## src/rtl/core/pppoe_frame_classifier_core_macros.svh

```systemverilog
// Assertion macros shared by the PPPoE frame classifier RTL.
`ifndef PPPOE_FRAME_CLASSIFIER_CORE_MACROS_SVH
`define PPPOE_FRAME_CLASSIFIER_CORE_MACROS_SVH
`ifndef SYNTHESIS
`define PFC_ASSERT(lbl, clk, rst_n, prop, msg) \
	lbl: assert property (@(posedge clk) disable iff (!rst_n) prop) else $error(msg);
`define PFC_ASSERT_RST(lbl, clk, prop, msg) \
	lbl: assert property (@(posedge clk) prop) else $error(msg);
`else
`define PFC_ASSERT(lbl, clk, rst_n, prop, msg)
`define PFC_ASSERT_RST(lbl, clk, prop, msg)
`endif
`endif

```

## src/rtl/core/pfc_pkg.sv

```systemverilog
// Types and constants of the PPPoE frame classifier.
package pfc_pkg;

	localparam logic [15:0] MAX_PAYLOAD = 16'd1500;
	localparam logic [15:0] CTL_LEN_CAP = 16'd4097;
	localparam logic [10:0] MIN_FRAME   = 11'd8;

	localparam logic [7:0]  VT_REQUIRED = 8'h11;
	localparam logic [15:0] ET_DISC     = 16'h8863;
	localparam logic [15:0] ET_SESS     = 16'h8864;
	localparam logic [15:0] ET_IPV4     = 16'h0800;
	localparam logic [15:0] ET_IPV6     = 16'h86dd;
	localparam logic [7:0]  CODE_SESS   = 8'h00;
	localparam logic [7:0]  CODE_PADO   = 8'h07;
	localparam logic [7:0]  CODE_PADS   = 8'h65;
	localparam logic [7:0]  CODE_PADT   = 8'ha7;
	localparam logic [15:0] PPP_IPV4    = 16'h0021;
	localparam logic [15:0] PPP_IPV6    = 16'h0057;
	localparam logic [15:0] PPP_LCP     = 16'hc021;
	localparam logic [15:0] PPP_PAP     = 16'hc023;
	localparam logic [15:0] PPP_CHAP    = 16'hc223;
	localparam logic [15:0] PPP_IPCP    = 16'h8021;
	localparam logic [15:0] PPP_IPV6CP  = 16'h8057;
	localparam logic [3:0]  STRIP_HDR   = 4'd8;

	localparam int unsigned CFG_IDX_W = 3;
	localparam logic [CFG_IDX_W-1:0] REG_ENABLE    = 3'd0;
	localparam logic [CFG_IDX_W-1:0] REG_DISC_DONE = 3'd1;
	localparam logic [CFG_IDX_W-1:0] REG_LINK_RDY  = 3'd2;
	localparam logic [CFG_IDX_W-1:0] REG_SRV_CHOSEN = 3'd3;
	localparam logic [CFG_IDX_W-1:0] REG_SESS_IDENT = 3'd4;
	localparam logic [CFG_IDX_W-1:0] REG_SERVER_MAC = 3'd5;

	localparam logic [4:0] V_DISABLED    = 5'd0;
	localparam logic [4:0] V_SHORT       = 5'd1;
	localparam logic [4:0] V_BAD_VT      = 5'd2;
	localparam logic [4:0] V_BAD_LEN     = 5'd3;
	localparam logic [4:0] V_NO_DISC     = 5'd4;
	localparam logic [4:0] V_BAD_CODE0   = 5'd5;
	localparam logic [4:0] V_SESS_ID     = 5'd6;
	localparam logic [4:0] V_MAC         = 5'd7;
	localparam logic [4:0] V_CONTROL     = 5'd8;
	localparam logic [4:0] V_IPV6        = 5'd9;
	localparam logic [4:0] V_IPV4        = 5'd10;
	localparam logic [4:0] V_UNK_PROTO   = 5'd11;
	localparam logic [4:0] V_DISC_CODE   = 5'd12;
	localparam logic [4:0] V_PADO        = 5'd13;
	localparam logic [4:0] V_PADS_PADT   = 5'd14;
	localparam logic [4:0] V_NOT_READY   = 5'd15;
	localparam logic [4:0] V_LAN_PROTO   = 5'd16;
	localparam logic [4:0] V_ENCAP       = 5'd17;
	localparam logic [4:0] V_DISC_UNSEL  = 5'd18;

	typedef struct packed {
		logic        enable;
		logic        disc_done;
		logic        link_ready;
		logic        server_chosen;
		logic [15:0] sess_ident;
		logic [47:0] server_mac;
	} cfg_t;

	typedef struct packed {
		logic        command;
		logic [15:0] eth_type;
		logic [10:0] frame_bytes;
		logic [7:0]  ver_type;
		logic [7:0]  code_byte;
		logic [15:0] rx_session;
		logic [15:0] payload_length;
		logic [15:0] ppp_proto;
		logic [47:0] src_mac;
	} item_t;

	typedef struct packed {
		logic        lan;
		logic        et_ip4;
		logic        et_ip6;
		logic        et_disc;
		logic        fb_short;
		logic        vt_bad;
		logic        plen_big;
		logic        code_pado;
		logic        code_pads;
		logic        code_padt;
		logic        code_zero;
		logic        sid_eq;
		logic        mac_eq;
		logic        proto_ctl;
		logic        proto_v6;
		logic        proto_v4;
		logic [11:0] ctl_len;
		logic [11:0] lan_len;
	} flags_t;

	typedef struct packed {
		logic [4:0]  verdict;
		logic [11:0] ctl_len;
		logic [11:0] lan_len;
		logic        ppp_v4;
	} dec_t;

	typedef struct packed {
		logic [4:0]  verdict;
		logic [11:0] out_length;
		logic [15:0] out_ppp_proto;
		logic [15:0] out_session;
		logic [15:0] out_ethertype;
		logic [47:0] dst_mac;
		logic [3:0]  strip_bytes;
	} result_t;

endpackage

```

## src/rtl/core/pfc_if.sv

```systemverilog
// Header, result and configuration channel interfaces of the classifier.
interface pfc_hdr_if;
	logic        valid;
	logic        ready;
	logic        command;
	logic [15:0] eth_type;
	logic [10:0] frame_bytes;
	logic [7:0]  ver_type;
	logic [7:0]  code_byte;
	logic [15:0] rx_session;
	logic [15:0] payload_length;
	logic [15:0] ppp_proto;
	logic [47:0] src_mac;

	modport source (output valid, command, eth_type, frame_bytes, ver_type, code_byte,
		rx_session, payload_length, ppp_proto, src_mac, input ready);
	modport sink (input valid, command, eth_type, frame_bytes, ver_type, code_byte,
		rx_session, payload_length, ppp_proto, src_mac, output ready);
endinterface

interface pfc_res_if;
	logic        valid;
	logic        ready;
	logic [4:0]  verdict;
	logic [11:0] out_length;
	logic [15:0] out_ppp_proto;
	logic [15:0] out_session;
	logic [15:0] out_ethertype;
	logic [47:0] dst_mac;
	logic [3:0]  strip_bytes;

	modport source (output valid, verdict, out_length, out_ppp_proto, out_session,
		out_ethertype, dst_mac, strip_bytes, input ready);
	modport sink (input valid, verdict, out_length, out_ppp_proto, out_session,
		out_ethertype, dst_mac, strip_bytes, output ready);
endinterface

interface pfc_cfg_if;
	logic        valid;
	logic        ready;
	logic [2:0]  index;
	logic [47:0] data;

	modport source (output valid, index, data, input ready);
	modport sink (input valid, index, data, output ready);
endinterface

```

## src/rtl/core/pfc_cfg.sv

```systemverilog
// Configuration register file of the classifier.
module pfc_cfg (
	input  logic                          clk,
	input  logic                          arst_n,
	input  logic                          wr_vld,
	output logic                          wr_rdy,
	input  logic [pfc_pkg::CFG_IDX_W-1:0] wr_idx,
	input  logic [47:0]                   wr_data,
	output pfc_pkg::cfg_t                 cfg
);

	pfc_pkg::cfg_t cfg_q;

	assign wr_rdy = 1'b1;
	assign cfg    = cfg_q;

	always_ff @(posedge clk or negedge arst_n) begin
		if (!arst_n) begin
			cfg_q <= '0;
		end else if (wr_vld) begin
			unique case (wr_idx)
				pfc_pkg::REG_ENABLE:     cfg_q.enable        <= wr_data[0];
				pfc_pkg::REG_DISC_DONE:  cfg_q.disc_done     <= wr_data[0];
				pfc_pkg::REG_LINK_RDY:   cfg_q.link_ready    <= wr_data[0];
				pfc_pkg::REG_SRV_CHOSEN: cfg_q.server_chosen <= wr_data[0];
				pfc_pkg::REG_SESS_IDENT: cfg_q.sess_ident    <= wr_data[15:0];
				pfc_pkg::REG_SERVER_MAC: cfg_q.server_mac    <= wr_data;
				default: ;
			endcase
		end
	end

endmodule

```

## src/rtl/core/pfc_cmp.sv

```systemverilog
// Stage 1: field compares and length arithmetic.
`include "pppoe_frame_classifier_core_macros.svh"
module pfc_cmp (
	input  logic            clk,
	input  logic            arst_n,
	input  logic            in_vld,
	output logic            in_rdy,
	input  pfc_pkg::item_t  item,
	input  pfc_pkg::cfg_t   cfg,
	output logic            out_vld,
	input  logic            out_rdy,
	output pfc_pkg::flags_t flags
);

	logic            vld_s1;
	pfc_pkg::flags_t flags_s1;
	pfc_pkg::flags_t nxt;
	logic [15:0]     plen_m2;

	assign in_rdy  = !vld_s1 || out_rdy;
	assign out_vld = vld_s1;
	assign flags   = flags_s1;
	assign plen_m2 = item.payload_length - 16'd2;

	always_comb begin
		nxt.lan       = item.command;
		nxt.et_ip4    = item.eth_type == pfc_pkg::ET_IPV4;
		nxt.et_ip6    = item.eth_type == pfc_pkg::ET_IPV6;
		nxt.et_disc   = item.eth_type == pfc_pkg::ET_DISC;
		nxt.fb_short  = item.frame_bytes < pfc_pkg::MIN_FRAME;
		nxt.vt_bad    = item.ver_type != pfc_pkg::VT_REQUIRED;
		nxt.plen_big  = item.payload_length > pfc_pkg::MAX_PAYLOAD;
		nxt.code_pado = item.code_byte == pfc_pkg::CODE_PADO;
		nxt.code_pads = item.code_byte == pfc_pkg::CODE_PADS;
		nxt.code_padt = item.code_byte == pfc_pkg::CODE_PADT;
		nxt.code_zero = item.code_byte == pfc_pkg::CODE_SESS;
		nxt.sid_eq    = item.rx_session == cfg.sess_ident;
		nxt.mac_eq    = item.src_mac == cfg.server_mac;
		nxt.proto_ctl = item.ppp_proto == pfc_pkg::PPP_LCP ||
			item.ppp_proto == pfc_pkg::PPP_PAP ||
			item.ppp_proto == pfc_pkg::PPP_CHAP ||
			item.ppp_proto == pfc_pkg::PPP_IPCP ||
			item.ppp_proto == pfc_pkg::PPP_IPV6CP;
		nxt.proto_v6  = item.ppp_proto == pfc_pkg::PPP_IPV6;
		nxt.proto_v4  = item.ppp_proto == pfc_pkg::PPP_IPV4;
		if (item.payload_length < 16'd2) begin
			nxt.ctl_len = '0;
		end else if (item.payload_length > pfc_pkg::CTL_LEN_CAP) begin
			nxt.ctl_len = '1;
		end else begin
			nxt.ctl_len = plen_m2[11:0];
		end
		nxt.lan_len = {1'b0, item.frame_bytes} + 12'd2;
	end

	always_ff @(posedge clk or negedge arst_n) begin
		if (!arst_n) begin
			vld_s1 <= 1'b0;
		end else if (in_rdy) begin
			vld_s1 <= in_vld;
		end
	end

	always_ff @(posedge clk) begin
		if (in_rdy && in_vld) begin
			flags_s1 <= nxt;
		end
	end

	`PFC_ASSERT(a_s1_hold, clk, arst_n, vld_s1 && !out_rdy |=> vld_s1 && $stable(flags_s1), "stage 1 beat changed while stalled")
	`PFC_ASSERT(a_s1_len, clk, arst_n, vld_s1 && !flags_s1.plen_big |-> flags_s1.ctl_len <= pfc_pkg::MAX_PAYLOAD[11:0], "control length beyond payload limit")

endmodule

```

## src/rtl/core/pfc_dec.sv

```systemverilog
// Stage 2: priority decision of the verdict.
`include "pppoe_frame_classifier_core_macros.svh"
module pfc_dec (
	input  logic            clk,
	input  logic            arst_n,
	input  logic            in_vld,
	output logic            in_rdy,
	input  pfc_pkg::flags_t flags,
	input  pfc_pkg::cfg_t   cfg,
	output logic            out_vld,
	input  logic            out_rdy,
	output pfc_pkg::dec_t   dec
);

	logic          vld_s2;
	pfc_pkg::dec_t dec_s2;
	logic [4:0]    v;

	assign in_rdy  = !vld_s2 || out_rdy;
	assign out_vld = vld_s2;
	assign dec     = dec_s2;

	always_comb begin
		if (!cfg.enable) begin
			v = pfc_pkg::V_DISABLED;
		end else if (flags.lan) begin
			if (!cfg.link_ready) begin
				v = pfc_pkg::V_NOT_READY;
			end else if (!flags.et_ip4 && !flags.et_ip6) begin
				v = pfc_pkg::V_LAN_PROTO;
			end else begin
				v = pfc_pkg::V_ENCAP;
			end
		end else if (flags.fb_short) begin
			v = pfc_pkg::V_SHORT;
		end else if (flags.vt_bad) begin
			v = pfc_pkg::V_BAD_VT;
		end else if (flags.plen_big) begin
			v = pfc_pkg::V_BAD_LEN;
		end else if (flags.et_disc) begin
			if (!flags.code_pado && !flags.code_pads && !flags.code_padt) begin
				v = pfc_pkg::V_DISC_CODE;
			end else if (flags.code_pado) begin
				v = pfc_pkg::V_PADO;
			end else if (!flags.mac_eq) begin
				v = pfc_pkg::V_MAC;
			end else if (flags.code_pads) begin
				v = pfc_pkg::V_PADS_PADT;
			end else if (!flags.sid_eq) begin
				v = pfc_pkg::V_SESS_ID;
			end else if (!cfg.server_chosen) begin
				v = pfc_pkg::V_DISC_UNSEL;
			end else begin
				v = pfc_pkg::V_PADS_PADT;
			end
		end else if (!cfg.disc_done) begin
			v = pfc_pkg::V_NO_DISC;
		end else if (!flags.code_zero) begin
			v = pfc_pkg::V_BAD_CODE0;
		end else if (!flags.sid_eq) begin
			v = pfc_pkg::V_SESS_ID;
		end else if (!flags.mac_eq) begin
			v = pfc_pkg::V_MAC;
		end else if (flags.proto_ctl) begin
			v = pfc_pkg::V_CONTROL;
		end else if (flags.proto_v6) begin
			v = pfc_pkg::V_IPV6;
		end else if (flags.proto_v4) begin
			v = pfc_pkg::V_IPV4;
		end else begin
			v = pfc_pkg::V_UNK_PROTO;
		end
	end

	always_ff @(posedge clk or negedge arst_n) begin
		if (!arst_n) begin
			vld_s2 <= 1'b0;
		end else if (in_rdy) begin
			vld_s2 <= in_vld;
		end
	end

	always_ff @(posedge clk) begin
		if (in_rdy && in_vld) begin
			dec_s2.verdict <= v;
			dec_s2.ctl_len <= flags.ctl_len;
			dec_s2.lan_len <= flags.lan_len;
			dec_s2.ppp_v4  <= flags.et_ip4;
		end
	end

	`PFC_ASSERT(a_s2_range, clk, arst_n, vld_s2 |-> dec_s2.verdict <= pfc_pkg::V_DISC_UNSEL, "verdict code out of range")

endmodule

```

## src/rtl/core/pfc_fmt.sv

```systemverilog
// Stage 3: result field formatting and output register.
`include "pppoe_frame_classifier_core_macros.svh"
module pfc_fmt (
	input  logic             clk,
	input  logic             arst_n,
	input  logic             in_vld,
	output logic             in_rdy,
	input  pfc_pkg::dec_t    dec,
	input  pfc_pkg::cfg_t    cfg,
	output logic             out_vld,
	input  logic             out_rdy,
	output pfc_pkg::result_t res
);

	logic             vld_s3;
	pfc_pkg::result_t res_s3;
	pfc_pkg::result_t nxt;

	assign in_rdy  = !vld_s3 || out_rdy;
	assign out_vld = vld_s3;
	assign res     = res_s3;

	always_comb begin
		nxt         = '0;
		nxt.verdict = dec.verdict;
		case (dec.verdict) inside
			pfc_pkg::V_CONTROL: begin
				nxt.out_length  = dec.ctl_len;
				nxt.strip_bytes = pfc_pkg::STRIP_HDR;
			end
			pfc_pkg::V_IPV6, pfc_pkg::V_IPV4: begin
				nxt.strip_bytes = pfc_pkg::STRIP_HDR;
			end
			pfc_pkg::V_ENCAP: begin
				nxt.out_length    = dec.lan_len;
				nxt.out_ppp_proto = dec.ppp_v4 ? pfc_pkg::PPP_IPV4 : pfc_pkg::PPP_IPV6;
				nxt.out_session   = cfg.sess_ident;
				nxt.out_ethertype = pfc_pkg::ET_SESS;
				nxt.dst_mac       = cfg.server_mac;
			end
			default: ;
		endcase
	end

	always_ff @(posedge clk or negedge arst_n) begin
		if (!arst_n) begin
			vld_s3 <= 1'b0;
		end else if (in_rdy) begin
			vld_s3 <= in_vld;
		end
	end

	always_ff @(posedge clk) begin
		if (in_rdy && in_vld) begin
			res_s3 <= nxt;
		end
	end

	`PFC_ASSERT(a_s3_encap, clk, arst_n, vld_s3 && res_s3.verdict == pfc_pkg::V_ENCAP |-> res_s3.out_ethertype == pfc_pkg::ET_SESS && res_s3.strip_bytes == 4'd0, "encapsulated beat with bad header fields")
	`PFC_ASSERT_RST(a_s3_rst, clk, !arst_n |=> !vld_s3, "result valid during reset")

endmodule

```

## src/rtl/core/pppoe_frame_classifier_core.sv

```systemverilog
// Top level of the PPPoE client frame classifier.
//
//   channel  dir  width  beat
//   hdr      in   140    one parsed frame header or LAN packet descriptor
//   res      out  117    one verdict with egress/ingress fields per header
//   cfg      in   51     one register write (3-bit index, 48-bit data)
//
// Three register stages: compare, decide, format.
// One header accepted per cycle unless res stalls; the format stage register is the output.
// Backpressure on res propagates stage by stage; empty stages still fill.
// arst_n clears all stage valids and every configuration register.
// Configuration writes are registered directly, ready is always high.
module pppoe_frame_classifier_core (
	input logic       clk,
	input logic       arst_n,
	pfc_hdr_if.sink   hdr,
	pfc_res_if.source res,
	pfc_cfg_if.sink   cfg
);

	pfc_pkg::cfg_t    cfg_r;
	pfc_pkg::item_t   item;
	pfc_pkg::flags_t  flags;
	pfc_pkg::dec_t    dec;
	pfc_pkg::result_t result;
	logic             vld_1;
	logic             rdy_2;
	logic             vld_2;
	logic             rdy_3;

	assign item.command        = hdr.command;
	assign item.eth_type       = hdr.eth_type;
	assign item.frame_bytes    = hdr.frame_bytes;
	assign item.ver_type       = hdr.ver_type;
	assign item.code_byte      = hdr.code_byte;
	assign item.rx_session     = hdr.rx_session;
	assign item.payload_length = hdr.payload_length;
	assign item.ppp_proto      = hdr.ppp_proto;
	assign item.src_mac        = hdr.src_mac;

	pfc_cfg u_cfg (
		.clk     (clk),
		.arst_n  (arst_n),
		.wr_vld  (cfg.valid),
		.wr_rdy  (cfg.ready),
		.wr_idx  (cfg.index),
		.wr_data (cfg.data),
		.cfg     (cfg_r)
	);

	pfc_cmp u_cmp (
		.clk     (clk),
		.arst_n  (arst_n),
		.in_vld  (hdr.valid),
		.in_rdy  (hdr.ready),
		.item    (item),
		.cfg     (cfg_r),
		.out_vld (vld_1),
		.out_rdy (rdy_2),
		.flags   (flags)
	);

	pfc_dec u_dec (
		.clk     (clk),
		.arst_n  (arst_n),
		.in_vld  (vld_1),
		.in_rdy  (rdy_2),
		.flags   (flags),
		.cfg     (cfg_r),
		.out_vld (vld_2),
		.out_rdy (rdy_3),
		.dec     (dec)
	);

	pfc_fmt u_fmt (
		.clk     (clk),
		.arst_n  (arst_n),
		.in_vld  (vld_2),
		.in_rdy  (rdy_3),
		.dec     (dec),
		.cfg     (cfg_r),
		.out_vld (res.valid),
		.out_rdy (res.ready),
		.res     (result)
	);

	assign res.verdict       = result.verdict;
	assign res.out_length    = result.out_length;
	assign res.out_ppp_proto = result.out_ppp_proto;
	assign res.out_session   = result.out_session;
	assign res.out_ethertype = result.out_ethertype;
	assign res.dst_mac       = result.dst_mac;
	assign res.strip_bytes   = result.strip_bytes;

endmodule
```

## src/flat_wrapper.sv

```systemverilog
// flat-port wrapper written by rule: the top's interface ports become plain ports
module pppoe_frame_classifier_core_flat 
  (clk, arst_n, hdr_valid, hdr_command, hdr_eth_type, hdr_frame_bytes, hdr_ver_type, hdr_code_byte, hdr_rx_session, hdr_payload_length, hdr_ppp_proto, hdr_src_mac, hdr_ready, res_valid, res_verdict, res_out_length, res_out_ppp_proto, res_out_session, res_out_ethertype, res_dst_mac, res_strip_bytes, res_ready, cfg_valid, cfg_index, cfg_data, cfg_ready);
  pfc_hdr_if hdr_i ();
  pfc_res_if res_i ();
  pfc_cfg_if cfg_i ();
  input logic clk;
  input logic arst_n;
  input wire logic [$bits(hdr_i.valid)-1:0] hdr_valid;
  input wire logic [$bits(hdr_i.command)-1:0] hdr_command;
  input wire logic [$bits(hdr_i.eth_type)-1:0] hdr_eth_type;
  input wire logic [$bits(hdr_i.frame_bytes)-1:0] hdr_frame_bytes;
  input wire logic [$bits(hdr_i.ver_type)-1:0] hdr_ver_type;
  input wire logic [$bits(hdr_i.code_byte)-1:0] hdr_code_byte;
  input wire logic [$bits(hdr_i.rx_session)-1:0] hdr_rx_session;
  input wire logic [$bits(hdr_i.payload_length)-1:0] hdr_payload_length;
  input wire logic [$bits(hdr_i.ppp_proto)-1:0] hdr_ppp_proto;
  input wire logic [$bits(hdr_i.src_mac)-1:0] hdr_src_mac;
  output wire logic [$bits(hdr_i.ready)-1:0] hdr_ready;
  output wire logic [$bits(res_i.valid)-1:0] res_valid;
  output wire logic [$bits(res_i.verdict)-1:0] res_verdict;
  output wire logic [$bits(res_i.out_length)-1:0] res_out_length;
  output wire logic [$bits(res_i.out_ppp_proto)-1:0] res_out_ppp_proto;
  output wire logic [$bits(res_i.out_session)-1:0] res_out_session;
  output wire logic [$bits(res_i.out_ethertype)-1:0] res_out_ethertype;
  output wire logic [$bits(res_i.dst_mac)-1:0] res_dst_mac;
  output wire logic [$bits(res_i.strip_bytes)-1:0] res_strip_bytes;
  input wire logic [$bits(res_i.ready)-1:0] res_ready;
  input wire logic [$bits(cfg_i.valid)-1:0] cfg_valid;
  input wire logic [$bits(cfg_i.index)-1:0] cfg_index;
  input wire logic [$bits(cfg_i.data)-1:0] cfg_data;
  output wire logic [$bits(cfg_i.ready)-1:0] cfg_ready;
  assign hdr_i.valid = hdr_valid;
  assign hdr_i.command = hdr_command;
  assign hdr_i.eth_type = hdr_eth_type;
  assign hdr_i.frame_bytes = hdr_frame_bytes;
  assign hdr_i.ver_type = hdr_ver_type;
  assign hdr_i.code_byte = hdr_code_byte;
  assign hdr_i.rx_session = hdr_rx_session;
  assign hdr_i.payload_length = hdr_payload_length;
  assign hdr_i.ppp_proto = hdr_ppp_proto;
  assign hdr_i.src_mac = hdr_src_mac;
  assign hdr_ready = hdr_i.ready;
  assign res_valid = res_i.valid;
  assign res_verdict = res_i.verdict;
  assign res_out_length = res_i.out_length;
  assign res_out_ppp_proto = res_i.out_ppp_proto;
  assign res_out_session = res_i.out_session;
  assign res_out_ethertype = res_i.out_ethertype;
  assign res_dst_mac = res_i.dst_mac;
  assign res_strip_bytes = res_i.strip_bytes;
  assign res_i.ready = res_ready;
  assign cfg_i.valid = cfg_valid;
  assign cfg_i.index = cfg_index;
  assign cfg_i.data = cfg_data;
  assign cfg_ready = cfg_i.ready;
  pppoe_frame_classifier_core u_core (.clk(clk), .arst_n(arst_n), .hdr(hdr_i), .res(res_i), .cfg(cfg_i));
endmodule
```

## config.mk

```make
export PLATFORM = sky130hd
export DESIGN_NAME = pppoe_frame_classifier_core_flat
export DESIGN_NICKNAME = d
export VERILOG_FILES = /design/src/rtl/core/pfc_pkg.sv /design/src/rtl/core/pfc_if.sv /design/src/rtl/core/pfc_cfg.sv /design/src/rtl/core/pfc_cmp.sv /design/src/rtl/core/pfc_dec.sv /design/src/rtl/core/pfc_fmt.sv /design/src/rtl/core/pppoe_frame_classifier_core.sv /design/src/flat_wrapper.sv
export VERILOG_INCLUDE_DIRS = /design/src /design/src/rtl/core
export SDC_FILE = /design/constraint.sdc
export NUM_CORES = 1
export LEC_CHECK = 0
export BUFFER_PORTS_ARGS = -buffer_cell sky130_fd_sc_hd__buf_4
export CAP_MARGIN = 20
export CORE_ASPECT_RATIO = 1.5
export CORE_MARGIN = 1.5
export CORE_UTILIZATION = 35
export CTS_BUF_LIST = sky130_fd_sc_hd__clkbuf_4
export DETAILED_ROUTE_END_ITERATION = 7
export PLACE_DENSITY = 0.66
export SLEW_MARGIN = 20
export SYNTH_ARGS = -nofsm -noshare
export SYNTH_HDL_FRONTEND = slang
export SYNTH_SLANG_ARGS = --single-unit
```

## constraint.sdc

```tcl
create_clock -name clk -period 4.5 [get_ports clk]
set_clock_uncertainty 0.2 [all_clocks]
set_input_delay 0.45 -clock clk [delete_from_list [all_inputs] [get_ports clk]]
set_output_delay 0.45 -clock clk [all_outputs]
set_load 0.005 [all_outputs]
```

* Word-level counts from Yosys, hierarchy flattened
Cells that the tools add are included.
Storage, ports and cells: word-level logic and storage cells 129, bits in latches 0, bits of input ports 196, register bits 249, bits in read-only memories 0, memories 0, memory bits (writable) 0
Operators by class: $mul 0, bitwise logic cells 1, reduce and logical (&&, ||, !) cells 32, shift operators 0, div/mod/pow operators 0, equal/unequal tests 25, multiplexer cells 27, add/sub/neg operators 2, magnitude comparators 4
Operators by type and width (number):
- $eq 16x16->1 const B | 7
- $mux 64 | 1
- $mux 5 | 12
- $eq 48x48->1 | 1
- $mux 12 | 4
- $mux 4 | 5
- $eq 16x12->1 const B | 1
- $eq 16x16->1 | 1
- $eq 16x6->1 const B | 1
- $eq 16x7->1 const B | 1
- $gt 16x11->1 const B | 1
- $gt 16x13->1 const B | 1
- $lt 16x2->1 const B | 1
- $eq 5x4->1 const B | 3
- $add 11x2->12 const B | 1
- $reduce_and 2->1 | 6
- $sub 12x2->12 const B | 1
- $lt 11x4->1 const B | 1
- $eq 8x3->1 const B | 1
- $eq 8x7->1 const B | 1
- $eq 8x8->1 const B | 1
- $logic_not 1->1 | 8
- $logic_not 8->1 | 1
- $ne 8x5->1 const B | 1
- other kinds (14) | 29

* Longest topological paths before layout
Gate-level depths: netlist of the first run.
word-level depth 12, gate-level depth with buffers 7, gate-level depth less buffers 7

* Modules after synthesis
A second synthesis of the first run with hierarchy kept.
Unflattened totals: cell total of the unflattened synthesis 680, area, all modules 10054.6 um2
Modules (own cells, without submodules):
- pfc_fmt | cells an instance 215, sequential area each 2607.5 um2, area each 3503.4 um2, instances 1
- pfc_cfg | cells an instance 151, sequential area each 1701.6 um2, area each 2712.6 um2, instances 1
- pfc_cmp | cells an instance 245, sequential area each 1226.2 um2, area each 2682.6 um2, instances 1
- pfc_dec | cells an instance 69, sequential area each 925.9 um2, area each 1156.1 um2, instances 1

* Worst setup path before layout of the first run
OpenSTA, ideal clock, no wires.
path kind input to register, from input res_ready, to register u_core.u_fmt.res_s3 (netlist bit u_core.u_fmt.res[100]) (enable), stages on the path 2, arrival 2.558 ns, path slack 1.289 ns, required time 3.846 ns, cell sequence nand2b_1 and2_1
On the way: word-level cells in the longest chain between the ends 2
RTL lines:
- start, declared | RTL line flat_wrapper.sv:28 | input wire logic [$bits(res_i.ready)-1:0] res_ready;
- $logic_or 1x1->1 | RTL line pfc_fmt.sv:19 | assign in_rdy = !vld_s3 || out_rdy;
- $logic_and 1x1->1 | RTL line pfc_fmt.sv:54 | if (in_rdy && in_vld) begin
- end signal, assigned | RTL line pfc_fmt.sv:55 | res_s3 <= nxt;
- end, declared | RTL line pfc_fmt.sv:16 | pfc_pkg::result_t res_s3;
No other way between the ends. A chain may end at the register's enable or synchronous reset.

* Worst setup path in the final report of the first run
from input hdr_payload_length[5], to register u_core.u_cmp.flags_s1 (netlist bit u_core.u_cmp.flags[19]), data pin
On the way: word-level cells in the longest chain between the ends 2, elaborated cells between the ends (all ways) 4, those cells by class add/sub: 1; order compare: 2; mux: 1
RTL lines:
- start, declared | RTL line flat_wrapper.sv:16 | input wire logic [$bits(hdr_i.payload_length)-1:0] hdr_payload_length;
- $gt 16x13->1 / $sub 12x2->12 (equally long branches) | RTL line pfc_cmp.sv:48, pfc_cmp.sv:23
- $mux 12 | RTL line pfc_cmp.sv:48 | end else if (item.payload_length > pfc_pkg::CTL_LEN_CAP) begin
- end signal, assigned | RTL line pfc_cmp.sv:66 | flags_s1 <= nxt;
- end, declared | RTL line pfc_cmp.sv:16 | pfc_pkg::flags_t flags_s1;
Several ways; a longest one is shown, not always the timed one.

==> summary.md, run 1 <==
| Metric | Value |
|---|---|
| DR vias | 7,188 |
| Maximum fanout along the worst path | 9 |
| Cell Rows | 75 |
| Total track usage | 17.9% |
| Max_slew headroom | 33.9% |
| Post-synth top flop | edfxtp_1 |
| YS warnings | 0 |
| Commonest non-fill, non-tap cell in the layout | buf_4 |
| Status | finished, final reports clean |
| Worst hold slack | 0.0883 ns |
| Fin cells | 1,531 |
| Core area | 27,900 um2 |
| CTS sink cnt | 227 |
| Place WS | 1.71 ns |
| Reg2Reg Setup Slack | 1.93 ns |
| Total CTS buffers | 56 |
| Initial core utilization | 35.5% |
| First-pass GRT wire length | 39,800 um |
| Final #Nets | 1,336 |
| Most frequent cells in the layout | buf_4 (297), edfxtp_1 (156), dlygate4sd3_1 (119) |
| Hpwl dp | 18,100 um |
| Total negative slack | 0 ns |
| RSZ-0062 raised after global routing | no |
| Clock Pin Slew Worst Setup and Hold Paths | 0.07 ns |
| Router iterations before antenna repair | 4 |
| Max Cap Viol | 0 |
| Die width | 140 um |
| Cells after DPL | 1,305 |
| Maximum VDD drop | 176 uV |
| # IOs | 316 |
| Synth top area share | 47.4% |
| Die ar. | 29,300 um2 |
| Setup crit end kind | flop |
| Post-synth EDFFs | 156 |
| Clock latency on the worst-skew pair | 0.68 ns |
| DR vias/cell | 4.69 |
| DRT antenna net count | 0 |
| Drt drc | 0 |
| CTS root buffer | clkbuf_4 |
| Layout area overhead | 45.3% |
| Syn Inst Count | 686 |
| Sequential fraction of the synthesis area | 65.3% |
| Final RePlAce weighted congestion | 0.846 |
| Die height | 209 um |
| Pin count of the biggest net entering global routing | 71 |
| R2R Path End | u_core.u_cmp.flags[28] |
| Max Root-Sink Buffers | 3 |
| Mapped cell area | 9890 um2 |
| FFs w/ async S/R, synth | 31.3% |
| Worst R2R Path Depth | 5 |
| Port Buffers | 290 |
| Max Fclk | 0.263 GHz |
| Initial drt markers | 221 |
| Crit path launch | hdr_payload_length[5] |
| Final Max Tran Viols | 0 |
| Actual slew at the worst max-slew pin | 0.991 ns |
| Final Setup Violations | 0 |
| Critical Path AT | 4.02 ns |
| Endpoints failing hold | 0 |
| Netlist cell types | 49 |
| Routed length per placed instance | 17.1 um |
| Grt total ovfl | 0 |
| Number of gates resized after cts | 0 |
| Number of global-route vias before repair | 7,719 |
| Minimum clock period | 3.80 ns |
| Critical Path RT | 4.72 ns |
| Synth area leader | edfxtp_1 |
| CP Launch Type | input port |
| Final worst path period share | 84.5% |
| #FFs+latches synth | 227 |
| Worst r2r src | u_core.u_cfg.cfg[49] |
| Final WL | 26,100 um |
| # fillers | 2,408 |
| Critical path class | input port to flop |
| PnR worst setup slack | 0.697 ns |
| P per Cell Area | 372 nW/um2 |
| Ranking of synthesized cells by area | edfxtp_1 (47%), dfrtp_1 (18%), mux2_2 (7.7%) |
| Design Power | 5.35 mW |
| Worst hold path class | input port to async pin |
| CTS tree | built |
| Syn avg cell area | 14.4 um2 |
| Leakage Power | 5.94 nW |
| Proportion of layout cells with a drive suffix above 1 | 39.4% |
| CTS H-tree lvls | 2 |
| Initial antenna violation count | 2 |
power breakdown:
part | leakage [nW] | switching [mW] | internal, mW
clock network | 0.456 | 0.819 | 1.00
logic | 3.15 | 0.349 | 0.482
registers | 2.34 | 0.176 | 2.52
worst max-delay path, cell delays in order:
cell and delay (ns):
dlygate4sd3_1 0.54, buf_4 0.16, or4_4 0.55, nor4_4 0.26, nand2_2 0.14, a2111oi_4 0.45
dlygate4sd3_1 0.79, o21ai_1 0.12, dlygate4sd3_1 0.57
cell usage after synthesis (all sizes together) (10+ instances only):
master,count
edfxtp,156
dfrtp,71
and2,68
mux2,68
xor2,51
buf,34
xnor2,27
nor2,24
nor4,24
nand2,19
clkbuf,13
a22o,12
nand4,11
nor3,11
a21oi,10
kinds of logic (layout without fill, tap and decap cells):
kind of cell	Yosys count	after routing	synth area share, %
AOI/OAI and AO/OA	46	46	3.57
xor gates and xnor gates	78	78	6.91
adders and majority gates	3	3	0.379
buffers and inverters	53	527	3.23
DFF	227	227	65.3
muxes	68	68	7.74
other	2	27	0.0759
and+or+nand+nor	209	209	12.8
flip-flops by register name, summed over array words and instances (netlist names):
signal,count
u_core.u_fmt.out_vld,1
u_core.u_dec.out_vld,1
u_core.u_fmt.res,86
u_core.u_cmp.out_vld,1
u_core.u_cmp.flags,40
u_core.u_cfg.cfg,68
u_core.u_dec.dec,30
cell type report:
cell class | instances | area (um2) | share of cell area (%)
Clock inverter | 23 | 170 | 1.18
Antenna cell | 2 | 5.00 | 0.0348
Clock buffer | 81 | 608 | 4.23
Timing Repair Buffer | 417 | 3440 | 23.9
Multi-Input combinational cell | 429 | 3230 | 22.5
Tap cell | 346 | 433 | 3.01
Sequential cell | 227 | 6460 | 44.9
Inverter | 6 | 22.5 | 0.157
what timing repair did:
item,CTS,global route
setup buffers,0,0
hold endpoints to repair,134,0
hold buffers,120,0
routing by layer:
metal | vias to the layer above | GRT usage, % | share of wire, %
li1 | 3417 | - | -
met1 | 3408 | 16.6 | 34
met2 | 296 | 35.0 | 56
met3 | 67 | 4.03 | 5.5
met4 | 0 | 10.2 | 4.6
met5 | - | 0 | 0
worst max-delay path by stage:
stage                                   endpoint  slack, ns  cells after the start
after CTS                 u_core.u_cmp.flags[19]       0.87                      9
after floorplan            u_core.u_fmt.res[100]       1.29                      2
final                     u_core.u_cmp.flags[19]       0.70                      9
after detailed placement  u_core.u_cmp.flags[15]       1.71                      6
after global routing      u_core.u_cmp.flags[19]       0.71                      9
after global placement    u_core.u_cmp.flags[15]       1.77                      6
metrics by stage:
step | util, % | instance area [um2]
after floorplan | - | 9980
after global placement | 44.4 | 12400
after detailed placement | 44.4 | 12400
after CTS | 51.5 | 14400
after global routing | 51.6 | 14400
final | 51.6 | 14400
Note: power is estimated with default switching activity, not from simulation.
==> run 2, diff against run 1 <==
- ABC_AREA: unset -> 1
- PLACE_DENSITY: 0.66 -> 0.65
- clock period: 4.5 -> 3.6 ns (I/O delays scaled with it)
==> run 2 against run 1 <==
Effect of this change:
- hold slack lost 0.024 ns
- combinational power grew 73%
- sequential share of layout area down 1.4 points
- area after synthesis rose by 4.2%
- non-clock buffer count increased by 18
- routed wire length increased by 3.5%
- register-to-register slack got worse by 1.5 ns
- count of clock-buffer cells in the layout up 1
- largest cell class unchanged
- global-route usage is 0.19 points lower
- via count increased by 15%
- clock power increased by 20%
==> summary.md, run 2 <==
| Metric | Value |
|---|---|
| Routed length per placed instance | 14.3 um (-16%) |
| YS warnings | 0 (unchanged) |
| RSZ-0062 raised after global routing | no |
| GR Util met1 | 16.7% (+0.079 points) |
| Worst hold path class | input port to flop |
| Grt total ovfl | 0 (unchanged) |
| Final #Nets | 1,652 (+24%) |
| Syn Inst Count | 996 (+45%) |
| Status | finished, final reports clean |
| Final Setup Violations | 0 (unchanged) |
| Final worst path period share | 89.1% |
| #FFs+latches synth | 227 (unchanged) |
| Number of global-route vias before repair | 8,613 (+12%) |
| FFs w/ async S/R, synth | 31.3% (unchanged) |
| Setup crit end kind | flop |
| Leakage Power | 6.74 nW (+14%) |
| Initial core utilization | 35.8% (+0.28 points) |
| Core area | 28,800 um2 (+3.4%) |
| Initial drt markers | 287 (+30%) |
| First-pass GRT wire length | 41,200 um (+3.3%) |
| Critical Path AT | 3.53 ns (-0.49 ns) |
| Final RePlAce weighted congestion | 0.810 (-4.3%) |
| DR vias/cell | 4.36 (-7.1%) |
| Proportion of layout cells with a drive suffix above 1 | 27.5% (-12 points) |
| Sequential fraction of the synthesis area | 62.7% (-2.6 points) |
| Synth top cells by count | nor2_1 (162), edfxtp_1 (156), inv_1 (154) |
| Synth area leader | edfxtp_1 |
| Drt drc | 0 (unchanged) |
| Max Cap Viol | 0 (unchanged) |
| Die height | 213 um (+2.0%) |
| Max Root-Sink Buffers | 3 (unchanged) |
| Clock latency on the worst-skew pair | 0.68 ns (about the same) |
| # IOs | 316 (unchanged) |
| CTS tree | built |
| Worst hold slack | 0.0645 ns (-0.0238 ns) |
| Total track usage | 17.7% (-0.19 points) |
| Router iterations before antenna repair | 6 (+2) |
| DRT antenna net count | 0 (unchanged) |
| Netlist cell types | 38 (-22%) |
| CTS root buffer | clkbuf_4 |
| Max reg flops | 86 (unchanged) |
| DR vias | 8,234 (+15%) |
| Layout area overhead | 44.1% |
| Synth top area share | 45.4% (-1.9 points) |
| Port Buffers | 290 (unchanged) |
| Number of gates resized after cts | 0 (unchanged) |
| Most crowded layer after global routing | met2 |
| Design Power | 7.20 mW (+35%) |
| Total negative slack | 0 ns (unchanged) |
| CTS sink cnt | 227 (unchanged) |
| Mapped cell area | 10,300 um2 (+4.2%) |
| Actual slew at the worst max-slew pin | 0.987 ns (-0.00390 ns) |
| Max Fclk | 0.312 GHz |
| Total CTS buffers | 53 (-5.4%) |
| Pin count of the biggest net entering global routing | 97 (+37%) |
| Critical path class | flop to flop |
| P per Cell Area | 485 nW/um2 (+30%) |
| Met3 global-route usage | 3.92% (-0.11 points) |
| Commonest non-fill, non-tap cell in the layout | buf_4 |
| Footprint of the multi-input gates | 2950 um2 (-8.7%) |
| Final Max Tran Viols | 0 (unchanged) |
| Sequential cell area | 6460 um2 (unchanged) |
| Hpwl dp | 18,700 um (+3.1%) |
| Fin cells | 1,887 (+23%) |
| Die ar. | 30,500 um2 (+4.1%) |
| Minimum clock period | 3.21 ns |
| CP Launch Type | flop |
| Cell Rows | 76 (+1.3%) |
| Die width | 143 um (+2.0%) |
| CTS H-tree lvls | 2 (unchanged) |
| Maximum fanout along the worst path | 3 (-6) |
| Top-count cell post-synth | nor2_1 |
| Ranking of synthesized cells by area | edfxtp_1 (45%), dfrtp_1 (17%), nor2_1 (5.9%) |
| Most frequent cells in the layout | buf_4 (293), nor2_1 (162), edfxtp_1 (156) |
| Endpoints failing hold | 0 (unchanged) |
| Post-synth EDFFs | 156 (unchanged) |
| Maximum VDD drop | 211 uV (+20%) |
| Clock Pin Slew Worst Setup and Hold Paths | 0.07 ns (about the same) |
| Post-synth top flop | edfxtp_1 |
| Max_slew headroom | 34.2% (+0.26 points) |
| Initial antenna violation count | 1 (-1) |
| Critical Path RT | 3.93 ns (-0.79 ns) |
| Final WL | 27,000 um (+3.5%) |
| # fillers | 2,596 (+7.8%) |
| Met2 Use GR | 35.6% (+0.64 points) |
| Cells after DPL | 1,647 (+26%) |
| Syn avg cell area | 10.3 um2 (-28%) |
run 2: changes by cell type in the layout (fill, tap and decap cells not counted), moves of 12 or more:
cell           change
and2_1            -66
nand3_1           +19
dlygate4sd3_1     +22
nand2_1          +115
inv_1            +148
mux2_2            -68
xor2_1            -39
nor2_1           +138
a21oi_1           +42
nor4_1            -13
xnor2_1           +29
a22o_1            -12
o21ai_0           +39
run 2: report_power, final:
group / internal [mW] / switching, mW
Clock: 1.18 / 1.00
Sequential: 3.32 / 0.246
Combinational: 0.741 / 0.703
Total: 5.25 / 1.95
run 2: metal layers:
metal	part of all wire, %	wire length [um]
met1	34	9310
met2	56	15100
met3	6.5	1750
met4	3.2	854
met5	0	0
run 2: layout make-up:
cell class,count,area share [%]
multi-input combinational,581,19.9
clock inverter,16,0.809
clock buffer,82,4.14
inverter,155,3.92
tap,390,3.29
sequential,227,43.5
antenna,1,0.0168
timing repair buffer,435,24.4
run 2: worst max-delay path, cell delays in order, from the launching register on:
cell           delay (ns)
dfrtp_1              0.42
xnor2_1              0.17
nand4_1              0.10
dlygate4sd3_1        0.55
or2_2                0.29
dlygate4sd3_1        0.56
nor2_1               0.15
dlygate4sd3_1        0.60
run 2: final timing paths:
path                            slack (ns)  depth (start not counted)             startpoint                      to
worst max register to register        0.39                          7   u_core.u_cfg.cfg[63]  u_core.u_cmp.flags[28]
worst min-delay path                  0.06                          6        hdr_src_mac[25]  u_core.u_cmp.flags[27]
max in group asynchronous             2.34                          2                 arst_n    u_core.u_cfg.cfg[26]
worst min register to register        0.22                          0  u_core.u_cmp.flags[9]    u_core.u_dec.dec[10]
worst max-delay path                  0.39                          7   u_core.u_cfg.cfg[63]  u_core.u_cmp.flags[28]
min in group asynchronous             0.17                          2                 arst_n    u_core.u_cfg.cfg[46]
run 2: timing repair:
item | CTS | global route
hold endpoints to repair | 181 | 0
setup buffers | 0 | 0
hold buffers | 141 | 0
run 2: metrics by stage:
step           instance area (um2)  setup WS, ns  utilization, %
2_1_floorplan                10400        0.0446               -
3_3_place_gp                 12700          1.54            44.1
3_5_place_dp                 12700          1.46            44.1
4_1_cts                      14800         0.394            51.5
5_1_grt                      14900         0.237            51.5
6_report                     14900         0.393            51.5
run 2: logic make-up after synthesis:
family	share of synthesized area, %
compound gates	6.13
simple gates	15.3
buf+inv	9.67
xor+xnor	5.78
flops	62.7
fa+ha+maj	0.364
other cells	0.0729
==> run 3, diff against run 2 <==
- ABC_AREA: 1 -> 0
- PLACE_DENSITY: 0.65 -> 0.66
==> run 3 against run 2 <==
Effect of this change:
- die area decreased by 4.0%
- total power decreased by 10%
- sequential power decreased by 5.9%
- largest power group unchanged
==> summary.md, run 3 (synthesis results as in run 1) <==
| Metric | Value |
|---|---|
| Largest delay share family, worst path | buffers and inverters |
| Final #Nets | 1,343 (-19%) |
| Layout area overhead | 45.3% |
| Status | finished, final reports clean |
| Crit-path cells | dlygate4sd3_1 -> buf_4 -> or4_4 -> nor4_4 -> nand2_2 -> a2111oi_4 -> dlygate4sd3_1 -> a31oi_1 |
| Total negative slack | 0 ns (unchanged) |
| Cell Rows | 75 (-1.3%) |
| Router iterations before antenna repair | 5 (-1) |
| Max Cap Viol | 0 (unchanged) |
| Die width | 140 um (-2.0%) |
| Leakage Power | 5.95 nW (-12%) |
| Maximum VDD drop | 205 uV (-2.8%) |
| Internal power | 4.82 mW (-8.2%) |
| Max_slew headroom | 39.7% (+5.5 points) |
| Max Root-Sink Buffers | 3 (unchanged) |
| Clock latency on the worst-skew pair | 0.67 ns (about the same) |
| Initial drt markers | 249 (-13%) |
| Actual slew at the worst max-slew pin | 0.905 ns (-0.0825 ns) |
| Most frequent cells in the layout | buf_4 (298), edfxtp_1 (156), dlygate4sd3_1 (128) |
| Core area | 27,900 um2 (-3.3%) |
| Maximum fanout along the worst path | 9 (+6) |
| Max reg flops | 86 (unchanged) |
| Design Power | 6.47 mW (-10%) |
| Initial core utilization | 35.5% (-0.28 points) |
| Crit-path slowest cell | dlygate4sd3_1 |
| Routed length per placed instance | 17.2 um (+20%) |
| Initial antenna violation count | 1 (unchanged) |
| Die height | 209 um (-2.0%) |
| # IOs | 316 (unchanged) |
| Hpwl dp | 18,100 um (-3.2%) |
| First-pass GRT wire length | 39,500 um (-4.1%) |
| Final worst path period share | 86.9% (-2.1 points) |
| CP peak stage delay | 0.79 ns (+0.19 ns) |
| DRT antenna net count | 0 (unchanged) |
| RSZ-0062 raised after global routing | no |
| Combinational share of power | 16.3% (-3.7 points) |
| Total track usage | 17.7% (-0.037 points) |
| Total CTS buffers | 53 (unchanged) |
| Switching share of power | 25.6% (-1.6 points) |
| Setup crit end kind | flop |
| CTS H-tree lvls | 2 (unchanged) |
| Die ar. | 29,300 um2 (-4.0%) |
| Critical path class | input port to flop |
| Clock power share | 31.8% (+1.4 points) |
| Worst hold path class | input port to async pin |
| DR vias | 7,297 (-11%) |
| Fin util | 51.6% (about the same) |
| Minimum clock period | 3.13 ns (-0.0774 ns) |
| CP Launch Type | input port |
| Switching pwr | 1.65 mW (-15%) |
| CTS sink cnt | 227 (unchanged) |
| Final Setup Violations | 0 (unchanged) |
| CTS tree | built |
| Final Max Tran Viols | 0 (unchanged) |
| Max Fclk | 0.320 GHz (+2.5%) |
| Proportion of layout cells with a drive suffix above 1 | 39.3% (+12 points) |
| Port Buffers | 290 (unchanged) |
| Buffers plus inverters on the worst setup path | 3 (unchanged) |
| P per Cell Area | 450 nW/um2 (-7.1%) |
| Cell mode on critical path | dlygate4sd3_1 |
| Final WL | 26,300 um (-2.6%) |
| Endpoints failing hold | 0 (unchanged) |
| Drt drc | 0 (unchanged) |
| DR vias/cell | 4.75 (+8.9%) |
| Critical Path RT | 3.78 ns (-0.15 ns) |
| Commonest non-fill, non-tap cell in the layout | buf_4 |
| Pin count of the biggest net entering global routing | 49 (-49%) |
| Critical Path AT | 3.31 ns (-0.22 ns) |
| Clock Pin Slew Worst Setup and Hold Paths | 0.07 ns (about the same) |
| Number of global-route vias before repair | 7,635 (-11%) |
| Seq pwr share | 51.9% (+2.3 points) |
| Final RePlAce weighted congestion | 0.813 (+0.37%) |
| Grt total ovfl | 0 (unchanged) |
| CTS root buffer | clkbuf_4 |
-- run 3: cell count changes in the layout (fill, tap and decap cells not counted), moves of 14 or more --
cell     change
nor4_1      +14
a21oi_1     -42
mux2_2      +68
xor2_1      +39
xnor2_1     -29
nand2_1    -115
nor2_1     -138
o21ai_0     -39
nand3_1     -19
inv_1      -148
and2_1      +66
-- run 3: repair_timing --
| action | CTS | global route |
|---|---|---|
| setup buffers | 0 | 0 |
| gates resized for setup | 0 | 0 |
| endpoints found under the hold margin | 154 | 9 |
| setup endpoints to repair | 0 | 1 |
| hold buffers | 127 | 2 |
-- run 3: metrics by stage --
step           setup slack, ns  instance area, um2  instances  hold slack (ns)
3_5_place_dp             0.948               12400       1307            0.205
4_1_cts                  0.151               14400       1533         0.000675
2_1_floorplan            0.470                9980        709           -0.136
3_3_place_gp             0.956               12400       1307            0.202
5_1_grt                  0.458               14400       1535           0.0410
6_report                 0.470               14400       1535           0.0639
-- run 3: power by group through the flow --
stage                     sequential, mW  clock [mW]  combinational, mW
final                               3.36        2.06               1.05
after global routing                3.40        2.26               1.14
after CTS                           3.36        2.15               1.06
after detailed placement            3.41           0              0.959
after global placement              3.40           0              0.944
after floorplan                     3.36           0              0.476
-- run 3: layer usage --
layer / GRT usage (%) / part of all wire, % / up-vias
met5: 0 / 0 / -
met4: 10.1 / 4.9 / 0
met3: 3.92 / 5.9 / 77
met2: 34.2 / 55 / 297
met1: 16.8 / 34 / 3498
li1: - / - / 3425
-- run 3: worst register-to-register path, delay by kind of cell (launching register included) --
family | cells | cell delay, ns
xor gates and xnor gates | 1 | 0.18
and+or+nand+nor | 2 | 0.49
buffers and inverters | 2 | 1.20
DFF | 1 | 0.42
-- run 3: cell type report --
type	count	area (um2)
diodes	1	2.50
clock buffers	84	631
clock inverters	15	60.1
fillers	2339	13500
inverters	6	22.5
multi-input cells	429	3230
flip-flops and latches	227	6460
well taps	346	433
repair buffers	427	3540
-- run 3: worst paths after layout --
check,cells after the start,end,from,slack [ns]
setup / recovery,8,u_core.u_cmp.flags[15],hdr_payload_length[5],0.47
hold / removal,2,u_core.u_fmt.out_vld,arst_n,0.06
setup reg to reg,5,u_core.u_cmp.flags[28],u_core.u_cfg.cfg[59],0.95
hold reg to reg,0,u_core.u_dec.dec[11],u_core.u_cmp.flags[10],0.22
max in group asynchronous,3,u_core.u_cfg.cfg[67],arst_n,2.42
min in group clk,3,u_core.u_cmp.flags[33],hdr_payload_length[14],0.10
